==> src/rcbs_pkg.sv <==
// Shared widths, codes and types of the rainbow clique branch selector.
package rcbs_pkg;

    localparam int OP_W      = 2;
    localparam int PT_W      = 16;
    localparam int COLOR_W   = 4;
    localparam int DEPTH_W   = 4;
    localparam int COUNT_W   = 7;
    localparam int STATUS_W  = 3;

    // configuration widths
    localparam int NCOL_W    = 5;
    localparam int NPTS_W    = 17;
    localparam int NC_W      = 7;   // active color count, covers MAX_COLORS up to 127
    localparam int ADDR_W    = 3;
    localparam int DATA_W    = 32;

    localparam int DEPTH_SLOTS = 16;
    localparam int QUEUE_DEPTH = 2;

    // register select (paddr bit 2)
    localparam logic REG_NUM_COLORS = 1'b0;
    localparam logic REG_NUM_POINTS = 1'b1;

    typedef enum logic [OP_W-1:0] {
        OP_LOAD   = 2'd0,
        OP_SELECT = 2'd1,
        OP_ADD    = 2'd2,
        OP_DELETE = 2'd3
    } t_op;

    typedef enum logic [STATUS_W-1:0] {
        ST_OK          = 3'd0,
        ST_POINT_RANGE = 3'd1,
        ST_COLOR_RANGE = 3'd2,
        ST_SAT_LISTED  = 3'd3,
        ST_ALREADY_SAT = 3'd4,
        ST_WRONG_COLOR = 3'd5,
        ST_NOT_SAT     = 3'd6,
        ST_LIST_FULL   = 3'd7
    } t_status;

    typedef struct packed {
        t_op                 op;
        logic [PT_W-1:0]     point;
        logic [COLOR_W-1:0]  color;
        logic [DEPTH_W-1:0]  depth;
        t_status             status;   // range checks done at the front
    } t_cmd;

    typedef struct packed {
        logic [PT_W-1:0]     candidate;
        logic [COLOR_W-1:0]  chosen_color;
        logic [COUNT_W-1:0]  count;
        logic [STATUS_W-1:0] status;
        logic                last;
    } t_res;

endpackage

==> src/rcbs_ifs.sv <==
// Valid/ready stream interfaces for the input and result channels.
interface rcbs_in_if;
    import rcbs_pkg::*;

    logic               valid;
    logic               ready;
    logic [OP_W-1:0]    operation;
    logic [PT_W-1:0]    point;
    logic [COLOR_W-1:0] color;
    logic [DEPTH_W-1:0] depth;

    modport source (output valid, operation, point, color, depth, input ready);
    modport sink   (input valid, operation, point, color, depth, output ready);
endinterface

interface rcbs_out_if;
    import rcbs_pkg::*;

    logic                valid;
    logic                ready;
    logic [PT_W-1:0]     candidate;
    logic [COLOR_W-1:0]  chosen_color;
    logic [COUNT_W-1:0]  count;
    logic [STATUS_W-1:0] status;
    logic                last;

    modport source (output valid, candidate, chosen_color, count, status, last,
                    input ready);
    modport sink   (input valid, candidate, chosen_color, count, status, last,
                    output ready);
endinterface

==> src/rainbow_clique_branch_selector_core.sv <==
// Top level: configuration registers and the front, queue and back end.
//
// Input channel i_in carries one command per transfer: load a point, select
// candidates, add or delete a satisfied color. Result channel o_out gives one
// transfer per load/add/delete and one or more per select (last marks the
// final one). Both use valid/ready; a transfer happens when both are high.
// The APB port holds num_colors (address 0) and num_points (address 4); write
// it only while the block is idle.
// Load, add and delete stream through the back end at one per cycle when the
// output is taken. A select leaves the queue, then scans the colors in turn,
// then reads each list entry (S_RD, then S_CHK) up to the last match of the
// chosen color: the walk is paced by the list memory's registered read.
// A load, add or delete result passes the queue, then the output register.
// A two-entry queue lets the front keep accepting while the back is busy; a
// stalled receiver holds the output register and backs up the queue.
// Reset empties the list, zeroes the tallies and flags and sets the registers
// to 16 colors and 65536 points; no clearing pass is needed.
module rainbow_clique_branch_selector_core #(
    parameter int LIST_DEPTH = 64,
    parameter int MAX_COLORS = 16,
    parameter int POINT_BITS = 16
) (
    input  logic                          i_clk,
    input  logic                          i_rst_n,
    rcbs_in_if.sink                       i_in,
    rcbs_out_if.source                    o_out,
    input  logic                          psel,
    input  logic                          penable,
    input  logic                          pwrite,
    input  logic [rcbs_pkg::ADDR_W-1:0]   paddr,
    input  logic [rcbs_pkg::DATA_W-1:0]   pwdata,
    output logic [rcbs_pkg::DATA_W-1:0]   prdata,
    output logic                          pready
);
    import rcbs_pkg::*;

    logic [NCOL_W-1:0] r_num_colors;
    logic [NPTS_W-1:0] r_num_points;
    logic [NC_W-1:0]   nc;
    logic              wr_en;
    logic              q_push, q_full, q_valid, q_pop;
    t_cmd              push_cmd, q_cmd;

    assign pready = 1'b1;
    assign wr_en  = psel && penable && pwrite && pready;

    always_ff @(posedge i_clk) begin
        if (!i_rst_n) begin
            r_num_colors <= NCOL_W'(16);
            r_num_points <= NPTS_W'(65536);
        end else if (wr_en) begin
            case (paddr[2])
                REG_NUM_COLORS: r_num_colors <= pwdata[NCOL_W-1:0];
                REG_NUM_POINTS: r_num_points <= pwdata[NPTS_W-1:0];
                default: begin
                    r_num_colors <= r_num_colors;
                end
            endcase
        end
    end

    always_comb begin
        case (paddr[2])
            REG_NUM_COLORS: prdata = DATA_W'(r_num_colors);
            REG_NUM_POINTS: prdata = DATA_W'(r_num_points);
            default:        prdata = '0;
        endcase
    end

    // colors above MAX_COLORS act as MAX_COLORS
    assign nc = (NC_W'(r_num_colors) > NC_W'(MAX_COLORS)) ? NC_W'(MAX_COLORS)
                                                          : NC_W'(r_num_colors);

    rcbs_front u_front (
        .i_in         (i_in),
        .i_nc         (nc),
        .i_num_points (r_num_points),
        .i_full       (q_full),
        .o_push       (q_push),
        .o_cmd        (push_cmd)
    );

    rcbs_queue u_queue (
        .i_clk   (i_clk),
        .i_rst_n (i_rst_n),
        .i_push  (q_push),
        .i_cmd   (push_cmd),
        .o_full  (q_full),
        .o_valid (q_valid),
        .o_cmd   (q_cmd),
        .i_pop   (q_pop)
    );

    rcbs_back #(
        .LIST_DEPTH (LIST_DEPTH),
        .MAX_COLORS (MAX_COLORS),
        .POINT_BITS (POINT_BITS)
    ) u_back (
        .i_clk     (i_clk),
        .i_rst_n   (i_rst_n),
        .i_nc      (nc),
        .i_q_valid (q_valid),
        .i_q_cmd   (q_cmd),
        .o_q_pop   (q_pop),
        .o_out     (o_out)
    );

endmodule

==> src/rcbs_front.sv <==
// Front end: accepts input transfers, decodes them and runs the range checks.
module rcbs_front (
    rcbs_in_if.sink                   i_in,
    input  logic [rcbs_pkg::NC_W-1:0] i_nc,
    input  logic [rcbs_pkg::NPTS_W-1:0] i_num_points,
    input  logic                      i_full,
    output logic                      o_push,
    output rcbs_pkg::t_cmd            o_cmd
);
    import rcbs_pkg::*;

    logic pt_bad;
    logic col_bad;
    t_op  op;

    assign op      = t_op'(i_in.operation);
    assign pt_bad  = NPTS_W'(i_in.point) >= i_num_points;
    assign col_bad = NC_W'(i_in.color) >= i_nc;

    always_comb begin
        o_cmd.op    = op;
        o_cmd.point = i_in.point;
        o_cmd.color = i_in.color;
        o_cmd.depth = i_in.depth;
        case (op)
            OP_LOAD: begin
                if (pt_bad) begin
                    o_cmd.status = ST_POINT_RANGE;
                end else if (col_bad) begin
                    o_cmd.status = ST_COLOR_RANGE;
                end else begin
                    o_cmd.status = ST_OK;
                end
            end
            OP_SELECT: begin
                o_cmd.status = ST_OK;
            end
            default: begin
                o_cmd.status = col_bad ? ST_COLOR_RANGE : ST_OK;
            end
        endcase
    end

    assign i_in.ready = !i_full;
    assign o_push     = i_in.valid && !i_full;

endmodule

==> src/rcbs_queue.sv <==
// Short command queue between the front end and the execution back end.
module rcbs_queue (
    input  logic           i_clk,
    input  logic           i_rst_n,
    input  logic           i_push,
    input  rcbs_pkg::t_cmd i_cmd,
    output logic           o_full,
    output logic           o_valid,
    output rcbs_pkg::t_cmd o_cmd,
    input  logic           i_pop
);
    import rcbs_pkg::*;

    localparam int PTR_W = (QUEUE_DEPTH > 1) ? $clog2(QUEUE_DEPTH) : 1;
    localparam int CNT_W = $clog2(QUEUE_DEPTH + 1);

    t_cmd             r_mem [QUEUE_DEPTH];
    logic [PTR_W-1:0] r_wr, n_wr;
    logic [PTR_W-1:0] r_rd, n_rd;
    logic [CNT_W-1:0] r_cnt, n_cnt;

    assign o_full  = r_cnt == CNT_W'(QUEUE_DEPTH);
    assign o_valid = r_cnt != '0;
    assign o_cmd   = r_mem[r_rd];

    always_comb begin
        n_wr  = r_wr;
        n_rd  = r_rd;
        n_cnt = r_cnt;
        if (i_push) begin
            n_wr = (r_wr == PTR_W'(QUEUE_DEPTH - 1)) ? '0 : r_wr + PTR_W'(1);
        end
        if (i_pop) begin
            n_rd = (r_rd == PTR_W'(QUEUE_DEPTH - 1)) ? '0 : r_rd + PTR_W'(1);
        end
        if (i_push && !i_pop) begin
            n_cnt = r_cnt + CNT_W'(1);
        end else if (i_pop && !i_push) begin
            n_cnt = r_cnt - CNT_W'(1);
        end
    end

    always_ff @(posedge i_clk) begin
        if (!i_rst_n) begin
            r_wr  <= '0;
            r_rd  <= '0;
            r_cnt <= '0;
        end else begin
            r_wr  <= n_wr;
            r_rd  <= n_rd;
            r_cnt <= n_cnt;
        end
    end

    always_ff @(posedge i_clk) begin
        if (i_push) begin
            r_mem[r_wr] <= i_cmd;
        end
    end

    property p_no_overflow;
        @(posedge i_clk) disable iff (!i_rst_n) o_full |-> !i_push;
    endproperty
    a_no_overflow: assert property (p_no_overflow) else $error("queue overflow");

    property p_no_underflow;
        @(posedge i_clk) disable iff (!i_rst_n) i_pop |-> o_valid;
    endproperty
    a_no_underflow: assert property (p_no_underflow) else $error("queue underflow");

    property p_count_step;
        @(posedge i_clk) disable iff (!i_rst_n)
            (i_push && !i_pop) |=> (r_cnt == $past(r_cnt) + CNT_W'(1));
    endproperty
    a_count_step: assert property (p_count_step) else $error("queue count slip");

endmodule

==> src/rcbs_back.sv <==
// Back end: list, tallies and flags; runs loads, adds, deletes and the select walk.
module rcbs_back #(
    parameter int LIST_DEPTH = 64,
    parameter int MAX_COLORS = 16,
    parameter int POINT_BITS = 16
) (
    input  logic                      i_clk,
    input  logic                      i_rst_n,
    input  logic [rcbs_pkg::NC_W-1:0] i_nc,
    input  logic                      i_q_valid,
    input  rcbs_pkg::t_cmd            i_q_cmd,
    output logic                      o_q_pop,
    rcbs_out_if.source                o_out
);
    import rcbs_pkg::*;

    localparam int IDX_W   = (LIST_DEPTH > 1) ? $clog2(LIST_DEPTH) : 1;
    localparam int LEN_W   = $clog2(LIST_DEPTH + 1);
    localparam int CIDX_W  = (MAX_COLORS > 1) ? $clog2(MAX_COLORS) : 1;

    typedef enum logic [1:0] {
        S_IDLE,
        S_SCAN,
        S_RD,
        S_CHK
    } t_state;

    t_state             r_state, n_state;
    logic [NC_W-1:0]    r_c, n_c;
    logic [CIDX_W-1:0]  r_best, n_best;
    logic [LEN_W-1:0]   r_best_n, n_best_n;
    logic               r_found, n_found;
    logic [DEPTH_W-1:0] r_dep, n_dep;
    logic [LEN_W-1:0]   r_i, n_i;
    logic [LEN_W-1:0]   r_k, n_k;
    logic [LEN_W-1:0]   r_len, n_len;
    logic               r_ov, n_ov;
    t_res               r_out, n_out;

    // storage
    logic [POINT_BITS-1:0] r_list_pt  [LIST_DEPTH];
    logic [COLOR_W-1:0]    r_list_col [LIST_DEPTH];
    logic [POINT_BITS-1:0] r_rd_pt;
    logic [COLOR_W-1:0]    r_rd_col;
    logic [LEN_W-1:0]      r_tally [MAX_COLORS];
    logic [MAX_COLORS-1:0] r_sat;
    logic [COLOR_W-1:0]    r_cad [DEPTH_SLOTS];

    logic              out_free;
    logic              do_load, do_clear, do_rec, do_set, do_unset;
    logic [NC_W-1:0]   q_col_x;
    logic [CIDX_W-1:0] q_cidx;
    logic [CIDX_W-1:0] scan_cidx;

    assign out_free  = !r_ov || o_out.ready;
    assign q_col_x   = NC_W'(i_q_cmd.color);
    assign q_cidx    = q_col_x[CIDX_W-1:0];
    assign scan_cidx = r_c[CIDX_W-1:0];

    always_comb begin
        t_status          v_st;
        logic [LEN_W-1:0] v_t;
        logic             v_s;
        logic             v_last;

        n_state  = r_state;
        n_c      = r_c;
        n_best   = r_best;
        n_best_n = r_best_n;
        n_found  = r_found;
        n_dep    = r_dep;
        n_i      = r_i;
        n_k      = r_k;
        n_len    = r_len;
        n_ov     = r_ov && !o_out.ready;
        n_out    = r_out;
        o_q_pop  = 1'b0;
        do_load  = 1'b0;
        do_clear = 1'b0;
        do_rec   = 1'b0;
        do_set   = 1'b0;
        do_unset = 1'b0;
        v_st     = i_q_cmd.status;
        v_t      = r_tally[scan_cidx];
        v_s      = r_sat[scan_cidx];
        v_last   = (r_k + LEN_W'(1)) == r_best_n;

        case (r_state)
            S_IDLE: begin
                if (i_q_valid && i_q_cmd.op == OP_SELECT) begin
                    o_q_pop = 1'b1;
                    n_state = S_SCAN;
                    n_c     = '0;
                    n_found = 1'b0;
                    n_dep   = i_q_cmd.depth;
                end else if (i_q_valid && out_free) begin
                    o_q_pop = 1'b1;
                    if (i_q_cmd.status == ST_OK) begin
                        case (i_q_cmd.op)
                            OP_LOAD: begin
                                if (r_len >= LEN_W'(LIST_DEPTH)) begin
                                    v_st = ST_LIST_FULL;
                                end else begin
                                    do_load = 1'b1;
                                    n_len   = r_len + LEN_W'(1);
                                end
                            end
                            OP_ADD: begin
                                if (r_sat[q_cidx]) begin
                                    v_st = ST_ALREADY_SAT;
                                end else if (i_q_cmd.color != r_cad[i_q_cmd.depth]) begin
                                    v_st = ST_WRONG_COLOR;
                                end else begin
                                    do_set = 1'b1;
                                end
                            end
                            OP_DELETE: begin
                                if (!r_sat[q_cidx]) begin
                                    v_st = ST_NOT_SAT;
                                end else begin
                                    do_unset = 1'b1;
                                end
                            end
                            default: begin
                                v_st = i_q_cmd.status;
                            end
                        endcase
                    end
                    n_ov  = 1'b1;
                    n_out = '{candidate: '0, chosen_color: '0, count: '0,
                              status: v_st, last: 1'b1};
                end
            end
            S_SCAN: begin
                if (r_c >= i_nc) begin
                    if (r_found) begin
                        do_rec  = 1'b1;
                        n_i     = '0;
                        n_k     = '0;
                        n_state = S_RD;
                    end else if (out_free) begin
                        // no unsatisfied color at all: dead branch
                        do_clear = 1'b1;
                        n_len    = '0;
                        n_ov     = 1'b1;
                        n_out    = '{candidate: '0, chosen_color: '0, count: '0,
                                     status: ST_OK, last: 1'b1};
                        n_state  = S_IDLE;
                    end
                end else if (v_s && v_t != '0) begin
                    if (out_free) begin
                        do_clear = 1'b1;
                        n_len    = '0;
                        n_ov     = 1'b1;
                        n_out    = '{candidate: '0, chosen_color: COLOR_W'(r_c),
                                     count: '0, status: ST_SAT_LISTED, last: 1'b1};
                        n_state  = S_IDLE;
                    end
                end else if (!v_s && v_t == '0) begin
                    if (out_free) begin
                        do_clear = 1'b1;
                        n_len    = '0;
                        n_ov     = 1'b1;
                        n_out    = '{candidate: '0, chosen_color: '0, count: '0,
                                     status: ST_OK, last: 1'b1};
                        n_state  = S_IDLE;
                    end
                end else begin
                    if (!v_s && (!r_found || v_t < r_best_n)) begin
                        n_found  = 1'b1;
                        n_best   = scan_cidx;
                        n_best_n = v_t;
                    end
                    n_c = r_c + NC_W'(1);
                end
            end
            S_RD: begin
                // list read of entry r_i lands next cycle
                n_state = S_CHK;
            end
            S_CHK: begin
                if (r_i >= r_len) begin
                    do_clear = 1'b1;
                    n_len    = '0;
                    n_state  = S_IDLE;
                end else if (NC_W'(r_rd_col) == NC_W'(r_best)) begin
                    if (out_free) begin
                        n_ov  = 1'b1;
                        n_out = '{candidate: PT_W'(r_rd_pt),
                                  chosen_color: COLOR_W'(r_best),
                                  count: COUNT_W'(r_best_n),
                                  status: ST_OK, last: v_last};
                        n_k   = r_k + LEN_W'(1);
                        if (v_last) begin
                            do_clear = 1'b1;
                            n_len    = '0;
                            n_state  = S_IDLE;
                        end else begin
                            n_i     = r_i + LEN_W'(1);
                            n_state = S_RD;
                        end
                    end
                end else begin
                    n_i     = r_i + LEN_W'(1);
                    n_state = S_RD;
                end
            end
            default: begin
                n_state = S_IDLE;
            end
        endcase
    end

    always_ff @(posedge i_clk) begin
        if (!i_rst_n) begin
            r_state <= S_IDLE;
            r_len   <= '0;
            r_ov    <= 1'b0;
            r_found <= 1'b0;
            r_c     <= '0;
            r_i     <= '0;
            r_k     <= '0;
        end else begin
            r_state <= n_state;
            r_len   <= n_len;
            r_ov    <= n_ov;
            r_found <= n_found;
            r_c     <= n_c;
            r_i     <= n_i;
            r_k     <= n_k;
        end
        r_best   <= n_best;
        r_best_n <= n_best_n;
        r_dep    <= n_dep;
        r_out    <= n_out;
    end

    // color tallies and satisfied flags, updated in place per entry
    always_ff @(posedge i_clk) begin
        if (!i_rst_n) begin
            for (int i = 0; i < MAX_COLORS; i++) begin
                r_tally[i] <= '0;
            end
            r_sat <= '0;
        end else begin
            for (int i = 0; i < MAX_COLORS; i++) begin
                if (do_clear) begin
                    r_tally[i] <= '0;
                end else if (do_load && q_col_x == NC_W'(i)) begin
                    r_tally[i] <= r_tally[i] + LEN_W'(1);
                end
                if (do_set && q_col_x == NC_W'(i)) begin
                    r_sat[i] <= 1'b1;
                end else if (do_unset && q_col_x == NC_W'(i)) begin
                    r_sat[i] <= 1'b0;
                end
            end
        end
    end

    always_ff @(posedge i_clk) begin
        if (do_rec) begin
            r_cad[r_dep] <= COLOR_W'(r_best);
        end
    end

    // candidate list: one write port, one registered read port
    always_ff @(posedge i_clk) begin
        if (do_load) begin
            r_list_pt[r_len[IDX_W-1:0]]  <= POINT_BITS'(i_q_cmd.point);
            r_list_col[r_len[IDX_W-1:0]] <= i_q_cmd.color;
        end
        r_rd_pt  <= r_list_pt[r_i[IDX_W-1:0]];
        r_rd_col <= r_list_col[r_i[IDX_W-1:0]];
    end

    assign o_out.valid        = r_ov;
    assign o_out.candidate    = r_out.candidate;
    assign o_out.chosen_color = r_out.chosen_color;
    assign o_out.count        = r_out.count;
    assign o_out.status       = r_out.status;
    assign o_out.last         = r_out.last;

    property p_len_bound;
        @(posedge i_clk) disable iff (!i_rst_n) r_len <= LEN_W'(LIST_DEPTH);
    endproperty
    a_len_bound: assert property (p_len_bound) else $error("list length overrun");

    property p_walk_count;
        @(posedge i_clk) disable iff (!i_rst_n) (r_state == S_CHK) |-> (r_k < r_best_n);
    endproperty
    a_walk_count: assert property (p_walk_count) else $error("select emitted too many");

    property p_scan_bound;
        @(posedge i_clk) disable iff (!i_rst_n) (r_state == S_SCAN) |-> (r_c <= i_nc);
    endproperty
    a_scan_bound: assert property (p_scan_bound) else $error("scan ran past colors");

    property p_clear_empties;
        @(posedge i_clk) disable iff (!i_rst_n) do_clear |=> (r_len == '0);
    endproperty
    a_clear_empties: assert property (p_clear_empties) else $error("list not cleared");

    property p_walk_found;
        @(posedge i_clk) disable iff (!i_rst_n)
            (r_state == S_RD || r_state == S_CHK) |-> (r_found && r_best_n != '0);
    endproperty
    a_walk_found: assert property (p_walk_found) else $error("walk without a choice");

endmodule
==> src/flat_wrapper.sv <==
// flat-port wrapper written by rule: the top's interface ports become plain ports
module rainbow_clique_branch_selector_core_flat import rcbs_pkg::*;
#(
    parameter int LIST_DEPTH = 64,
    parameter int MAX_COLORS = 16,
    parameter int POINT_BITS = 16
)
  (i_clk, i_rst_n, psel, penable, pwrite, paddr, pwdata, prdata, pready, i_in_valid, i_in_operation, i_in_point, i_in_color, i_in_depth, i_in_ready, o_out_valid, o_out_candidate, o_out_chosen_color, o_out_count, o_out_status, o_out_last, o_out_ready);
  rcbs_in_if i_in_i ();
  rcbs_out_if o_out_i ();
  input  logic i_clk;
  input  logic i_rst_n;
  input  logic psel;
  input  logic penable;
  input  logic pwrite;
  input  logic [rcbs_pkg::ADDR_W-1:0] paddr;
  input  logic [rcbs_pkg::DATA_W-1:0] pwdata;
  output logic [rcbs_pkg::DATA_W-1:0] prdata;
  output logic pready;
  input wire logic [$bits(i_in_i.valid)-1:0] i_in_valid;
  input wire logic [$bits(i_in_i.operation)-1:0] i_in_operation;
  input wire logic [$bits(i_in_i.point)-1:0] i_in_point;
  input wire logic [$bits(i_in_i.color)-1:0] i_in_color;
  input wire logic [$bits(i_in_i.depth)-1:0] i_in_depth;
  output wire logic [$bits(i_in_i.ready)-1:0] i_in_ready;
  output wire logic [$bits(o_out_i.valid)-1:0] o_out_valid;
  output wire logic [$bits(o_out_i.candidate)-1:0] o_out_candidate;
  output wire logic [$bits(o_out_i.chosen_color)-1:0] o_out_chosen_color;
  output wire logic [$bits(o_out_i.count)-1:0] o_out_count;
  output wire logic [$bits(o_out_i.status)-1:0] o_out_status;
  output wire logic [$bits(o_out_i.last)-1:0] o_out_last;
  input wire logic [$bits(o_out_i.ready)-1:0] o_out_ready;
  assign i_in_i.valid = i_in_valid;
  assign i_in_i.operation = i_in_operation;
  assign i_in_i.point = i_in_point;
  assign i_in_i.color = i_in_color;
  assign i_in_i.depth = i_in_depth;
  assign i_in_ready = i_in_i.ready;
  assign o_out_valid = o_out_i.valid;
  assign o_out_candidate = o_out_i.candidate;
  assign o_out_chosen_color = o_out_i.chosen_color;
  assign o_out_count = o_out_i.count;
  assign o_out_status = o_out_i.status;
  assign o_out_last = o_out_i.last;
  assign o_out_i.ready = o_out_ready;
  rainbow_clique_branch_selector_core #(.LIST_DEPTH(LIST_DEPTH), .MAX_COLORS(MAX_COLORS), .POINT_BITS(POINT_BITS)) u_core (.i_clk(i_clk), .i_rst_n(i_rst_n), .i_in(i_in_i), .o_out(o_out_i), .psel(psel), .penable(penable), .pwrite(pwrite), .paddr(paddr), .pwdata(pwdata), .prdata(prdata), .pready(pready));
endmodule
==> config.mk <==
export PLATFORM = sky130hd
export DESIGN_NAME = rainbow_clique_branch_selector_core_flat
export DESIGN_NICKNAME = d
export VERILOG_FILES = /design/src/rcbs_pkg.sv /design/src/rcbs_ifs.sv /design/src/rainbow_clique_branch_selector_core.sv /design/src/rcbs_front.sv /design/src/rcbs_queue.sv /design/src/rcbs_back.sv /design/src/flat_wrapper.sv
export SDC_FILE = /design/constraint.sdc
export NUM_CORES = 2
export LEC_CHECK = 0
export CAP_MARGIN = 20
export CORE_AREA = 10 10 361 363
export CTS_CLUSTER_SIZE = 40
export DETAILED_ROUTE_END_ITERATION = 7
export DIE_AREA = 0 0 371 373
export DONT_BUFFER_PORTS = 1
export PLACE_DENSITY_LB_ADDON = 0.15
export SYNTH_ARGS = -nofsm -noshare
export SYNTH_HDL_FRONTEND = slang
export SYNTH_SLANG_ARGS = --single-unit
==> constraint.sdc <==
create_clock -name i_clk -period 8.66 [get_ports i_clk]
set_input_delay 1.732 -clock i_clk [delete_from_list [all_inputs] [get_ports i_clk]]
set_output_delay 1.732 -clock i_clk [all_outputs]
set_load 0.03 [all_outputs]
# --- After elaboration in Yosys (flattened, before gate mapping) ---
# Memories as Yosys holds them, arrays and structs flattened. A register that Yosys moved wholly into a read port is not among the register bits.
# Index checks and enable logic that the tools add are counted.
word_totals:
  out_inout_bits: 66
  mem_bits_rw: 1514
  register_bits: 120
  mem_count: 5
  input_bits: 68
memory_table:
  columns: ["name", "depth", "width", "rd", "rd_ports_with_merged_regs", "wr", "line", "text"]
  rows:
  - ["u_core.u_back.r_list_pt", 64, 16, 1, 1, 1, "rcbs_back.sv:41", "logic [POINT_BITS-1:0] r_list_pt [LIST_DEPTH];"]
  - ["u_core.u_back.r_list_col", 64, 4, 1, 1, 1, "rcbs_back.sv:42", "logic [COLOR_W-1:0] r_list_col [LIST_DEPTH];"]
  - ["u_core.u_back.r_tally", 16, 7, 17, 1, 16, "rcbs_back.sv:45", "logic [LEN_W-1:0] r_tally [MAX_COLORS];"]
  - ["u_core.u_back.r_cad", 16, 4, 1, 0, 1, "rcbs_back.sv:47", "logic [COLOR_W-1:0] r_cad [DEPTH_SLOTS];"]
  - ["u_core.u_queue.r_mem", 2, 29, 1, 1, 1, "rcbs_queue.sv:17", "t_cmd r_mem [QUEUE_DEPTH];"]
classes:
  muxes: 266
  n_bitwise: 36
  addsub: 24
  eq_ne: 50
  n_lt_le_gt_ge: 9
  reduce_logical: 107
op_table:
  columns: ["cell", "n"]
  rows:
  - ["two-way mux 7 bit", 59]
  - ["two-way mux 31 bit", 11]
  - ["two-way mux 1 bit", 160]
  - ["adder 7 x 1 -> 7 bit (second input constant)", 20]
  - ["case mux 31 bit (3 select lines)", 1]
  - ["case mux 32 bit (2 select lines)", 1]
  - ["logical AND 1 bit", 59]
  - ["case mux 7 bit (2 select lines)", 3]
  - ["nonzero test 2 bit", 20]
  - ["equality test 4 bit (second input constant)", 8]
  - ["OR 1 bit", 32]
  - ["two-way mux 2 bit", 14]
  - ["!= test 2 bit (second input constant)", 14]
  - ["case mux 7 bit (3 select lines)", 1]
  - ["!= test 3 bit (second input constant)", 6]
  - ["AND reduction 6 bit", 3]
  - [">= comparator 16 x 17 -> 1 bit", 1]
  - ["equality test 4 x 3 -> 1 bit (second input constant)", 4]
  - ["two-way mux 3 bit", 5]
  - [">= comparator 7 bit", 2]
  - ["zero test 7 bit", 2]
  - ["!= test 4 bit (second input constant)", 3]
  - ["AND reduction 11 bit", 1]
  - ["equality test 2 bit (second input constant)", 5]
  - ["other kinds (34)", 57]

# --- Depth between registers and ports, before layout ---
logic_depth:
  depth_word: 13
  mapped_depth: 14
  depth_no_buf: 11

# --- Cells and area by module ---
# A second synthesis with hierarchy kept.
unflattened:
  hier_cells: 3431
  hier_area_um2: 67659.9
modules_own_cells:
  columns: ["mod", "n_inst", "area_each_um2", "cells_each", "seq_area_each_um2"]
  rows:
  - ["rcbs_back", 1, 63383.3, 3079, 46544.6]
  - ["rcbs_queue", 1, 2313.5, 112, 1841.8]
  - ["rainbow_clique_branch_selector_core", 1, 1207.4, 134, 440.4]
  - ["rcbs_front", 1, 755.7, 106, 0.0]

# --- Least setup slack after synthesis ---
# No wires, ideal clock.
synth_path:
  path_type: "reg-to-reg"
  start: "reg with a tool-made name"
  end: "reg u_core.u_back.r_out (netlist bit u_core.u_back.o_out.candidate[0]) (enable)"
  arrival_ps: 5597
  stages_incl_launch_ff: 13
  setup_slack_ps: 2596
  required_ps: 8193
  n_path_buf: 2
  period_less_slack_ps: 6064
  setup_ps: 467
  path_cell_list: "dfxtp_1 clkbuf_1 clkbuf_1 mux4_2 mux4_2 nor3_1 nand2_1 inv_1 ha_1 a2111oi_0 a21oi_1 o21ai_1 a211oi_1"
synth_rtl:
  columns: ["element", "line", "text"]
  rows:
  - ["to (signal assigned)", "rcbs_back.sv:235", "r_out <= n_out;"]
  - ["to (decl)", "rcbs_back.sv:38", "t_res r_out, n_out;"]

==> metrics.md <==
| Metric | Value |
|---|---|
| Status | completed |
| Share of layout cells above drive strength 1 | 0.2548 |
| First-pass GRT wire length | 232.0 mm |
| Detailed Routing Iterations Pass 1 | 5 |
| Hold buffer count at cts | 0 |
| CP Class | flip-flop to flip-flop |
| Synthesized area per cell | about 19 sq um |
| Post-Syn Area | 67250 sq um |
| FP Rows | ~130 |
| Crit path DAT | 5.72 ns |
| M1 GR Usage | 0.3052 |
| Hold Vio Cnt, Final | 0 |
| Antenna violations before repair | 1 |
| End of the critical path | u_core.u_back.r_tally[0][4] |
| # H-tree levels | 4 |
| Setup slack after layout | 3.322 ns |
| Worst Skew | ~0.033 ns |
| Worst-path cell chain | mux4_2, mux4_2, nor4_1, nand2_1, ha_1, a2111oi_0, a2111oi_0, nor3b_4, buf_4, o21ai_0 |
| Starting density of the core | 0.5468 |
| Die span in y | 373 microns |
| Ports | 134 |
| Crit path capture type | flip-flop |
| CP max stage delay | 0.92 ns |
| Clk sink count | 1657 |
| Fraction of registers with async set or reset after synthesis | 0 |
| FF-to-FF End | u_core.u_back.r_tally[0][4] |
| Final net count | ~3700 |
| Placer congestion estimate | 0.8726 |
| Gr ovfl total | 0 |
| Core area | ~120000 sq um |
| Pwr dens | between 200 and 250 nW/um^2 |
| Wire per inst | roughly 30 microns |
| Yosys warns | 0 |
| Post-cts gate resize count | 0 |
| Port Buf Inserts | 0 |
| Vias in the first global route | roughly 34000 |
| Worst-path maximum fanout | just over 40 |
| Grt peak-use layer | met2 |
| Final wirelength | approximately 160 mm |
| GRT Total Usage | 0.2289 |
| DRT iter0 DRCs | 3530 |
| Max-cap violations | 0 |
| Worst R2R Setup Slack | 3.32 ns |
| Post-CTS Setup Bufs | 0 |
| Post-route DRC violation count | 0 |
| Synth Flop Type | edfxtp_1 |
| Seq cells post-synth | 1657 |
| Setup TNS | 0 ns |
| Most frequent cells in the layout | edfxtp_1 (1558), mux4_2 (469), nor2_1 (196) |
| Clock transition at path regs | 0.06 ns |
| Largest net degree at the start of global routing | 147 |
| Critical Path RT | 9.04 ns |
| Die W | 371 microns |
| Fmax | 187.4 MHz |
| Num CTS Buffers | 166 |
| Area growth syn-to-layout | 11.63% |
| Worst Setup Start Kind | flip-flop |
| CP max-delay cell | dfxtp_2 |
| Clk Latency, worst-skew pair | 0.81 ns |
| Reg2Reg Depth | 10 |
| Root Driver | clkbuf_16 |
| Grt met2 use | 0.3782 |
| Final Max Tran Viols | 0 |
| Tmin final | 5.338 ns |
| Relative slew slack | 0.2225 |
| RSZ-0062 raised after global routing | no |
| Most common cell after layout, fill and taps aside | edfxtp_1 |
| Die area | 138400 sq um |
| Crit share post-route | 0.6163 |
| Post-synth EDFFs | between 1500 and 2000 |
| Place WS | 2.950 ns |
| Peak VDD IR | 236.2 uV |
| Pleak | 23.28 nW |
| Worst-margin pin slew | about 1.1 ns |
| CTS tree | done |
| Synth cell types | 74 |
| Final ANT Viol Nets | 0 |
| Syn Inst Count | 3465 |
| Clock tree buffer depth | 3 |
| Met3 usage | 0.04699 |
| Setup violators final | 0 |
| Hold WC Path Type | flip-flop to flip-flop |
| Seq/Total Area, Yosys | 0.7252 |
| Drt via density | 6.296 |
| Final HPWL DP | 95.37 mm |
| Routed vias | 33800 |
report_power, final:
part           internal (mW)  leakage, nW  total, mW  switching (mW)
sequential              9.62         15.0       9.84           0.221
clock                   3.97         2.57       6.98            3.01
combinational          0.453         5.71       1.86            1.41
critical path: cells and delay by family, from the launching register on:
kind                       cells  cell delay [ns]
AOI/OAI and AO/OA              3             1.43
adders and majority gates      1             0.27
buffers and inverters          1             0.41
DFF                            1             0.92
muxes                          2             1.21
and+or+nand+nor                3             0.64
routing by layer:
layer	up-vias	wire [microns]
li1	14270	-
met1	17810	62080
met2	1480	80080
met3	238	12660
met4	0	4070
met5	-	0
cells in the mapped netlist, types with 26 or more instances:
master,n,share of area
a21o_1,27,0.0030
a21oi_1,58,0.0043
and3_1,26,0.0024
buf_1,43,0.0024
clkbuf_1,95,0.0053
dfxtp_1,99,0.029
edfxtp_1,1558,0.70
ha_1,62,0.012
inv_1,65,0.0036
mux2i_1,46,0.0068
mux4_2,469,0.16
nand2_1,149,0.0083
nand3_1,81,0.0060
nor2_1,262,0.015
o21ai_0,44,0.0033
xnor2_1,65,0.0085
xor2_1,44,0.0057
through the flow:
stage	power [mW]	instances	hold slack (ns)	utilization	cell area [sq um]
after CTS	18.77	5359	0.4810	0.6096	74980
after global routing	19.27	5365	0.5010	0.6103	75060
after global placement	11.72	5057	0.4600	0.5665	69680
final	18.68	5369	0.4793	0.6104	75070
after detailed placement	11.84	5057	0.4728	0.5665	69680
after floorplan	11.04	3479	0.4348	-	67300
worst min path at each step:
| stage | startpoint | slack [ns] | cells past startpoint | to |
|---|---|---|---|---|
| global placement | u_core.r_num_points[1] | 0.46 | 2 | u_core.r_num_points[1] |
| finish | u_core.r_num_points[6] | 0.48 | 2 | u_core.r_num_points[6] |
| global route | u_core.r_num_points[1] | 0.50 | 2 | u_core.r_num_points[1] |
| CTS | u_core.r_num_points[6] | 0.48 | 2 | u_core.r_num_points[6] |
| floorplan | u_core.u_back.r_c[0] | 0.43 | 0 | u_core.u_back.r_best[0] |
| detailed placement | u_core.r_num_points[6] | 0.47 | 2 | u_core.r_num_points[6] |
sequential cells by signal, summed over array words and instances (netlist names), 16 cells and up, named ones only:
register / cells
u_core.u_back.r_list_pt: 1024
u_core.u_back.r_list_col: 256
u_core.u_back.r_tally: 112
u_core.u_back.r_cad: 64
u_core.u_queue.r_mem: 56
u_core.r_num_points: 17
u_core.u_back.o_out.candidate: 16
u_core.u_back.r_rd_pt: 16
u_core.u_back.r_sat: 16
layout make-up:
class	count	area, sq um
inverter	72	270.3
multi-input combinational	1584	17730
clock buffer	208	4383
sequential	1657	48790
antenna	4	10.01
clock inverter	94	915.9
tap	1637	2048
fill	8597	47920
timing repair buffer	113	923.4
cell families (layout without fill, tap and decap cells):
group,Yosys count,after routing,share of synthesized area
muxes,544,544,0.1694
DFF,1657,1657,0.7252
other,2,20,0.0001117
buffers and inverters,238,487,0.01477
adders and majority gates,62,62,0.01154
xor gates and xnor gates,111,111,0.01487
AOI/OAI and AO/OA,233,233,0.02305
and+or+nand+nor,618,618,0.04106
(Power assumes the default switching activity.)
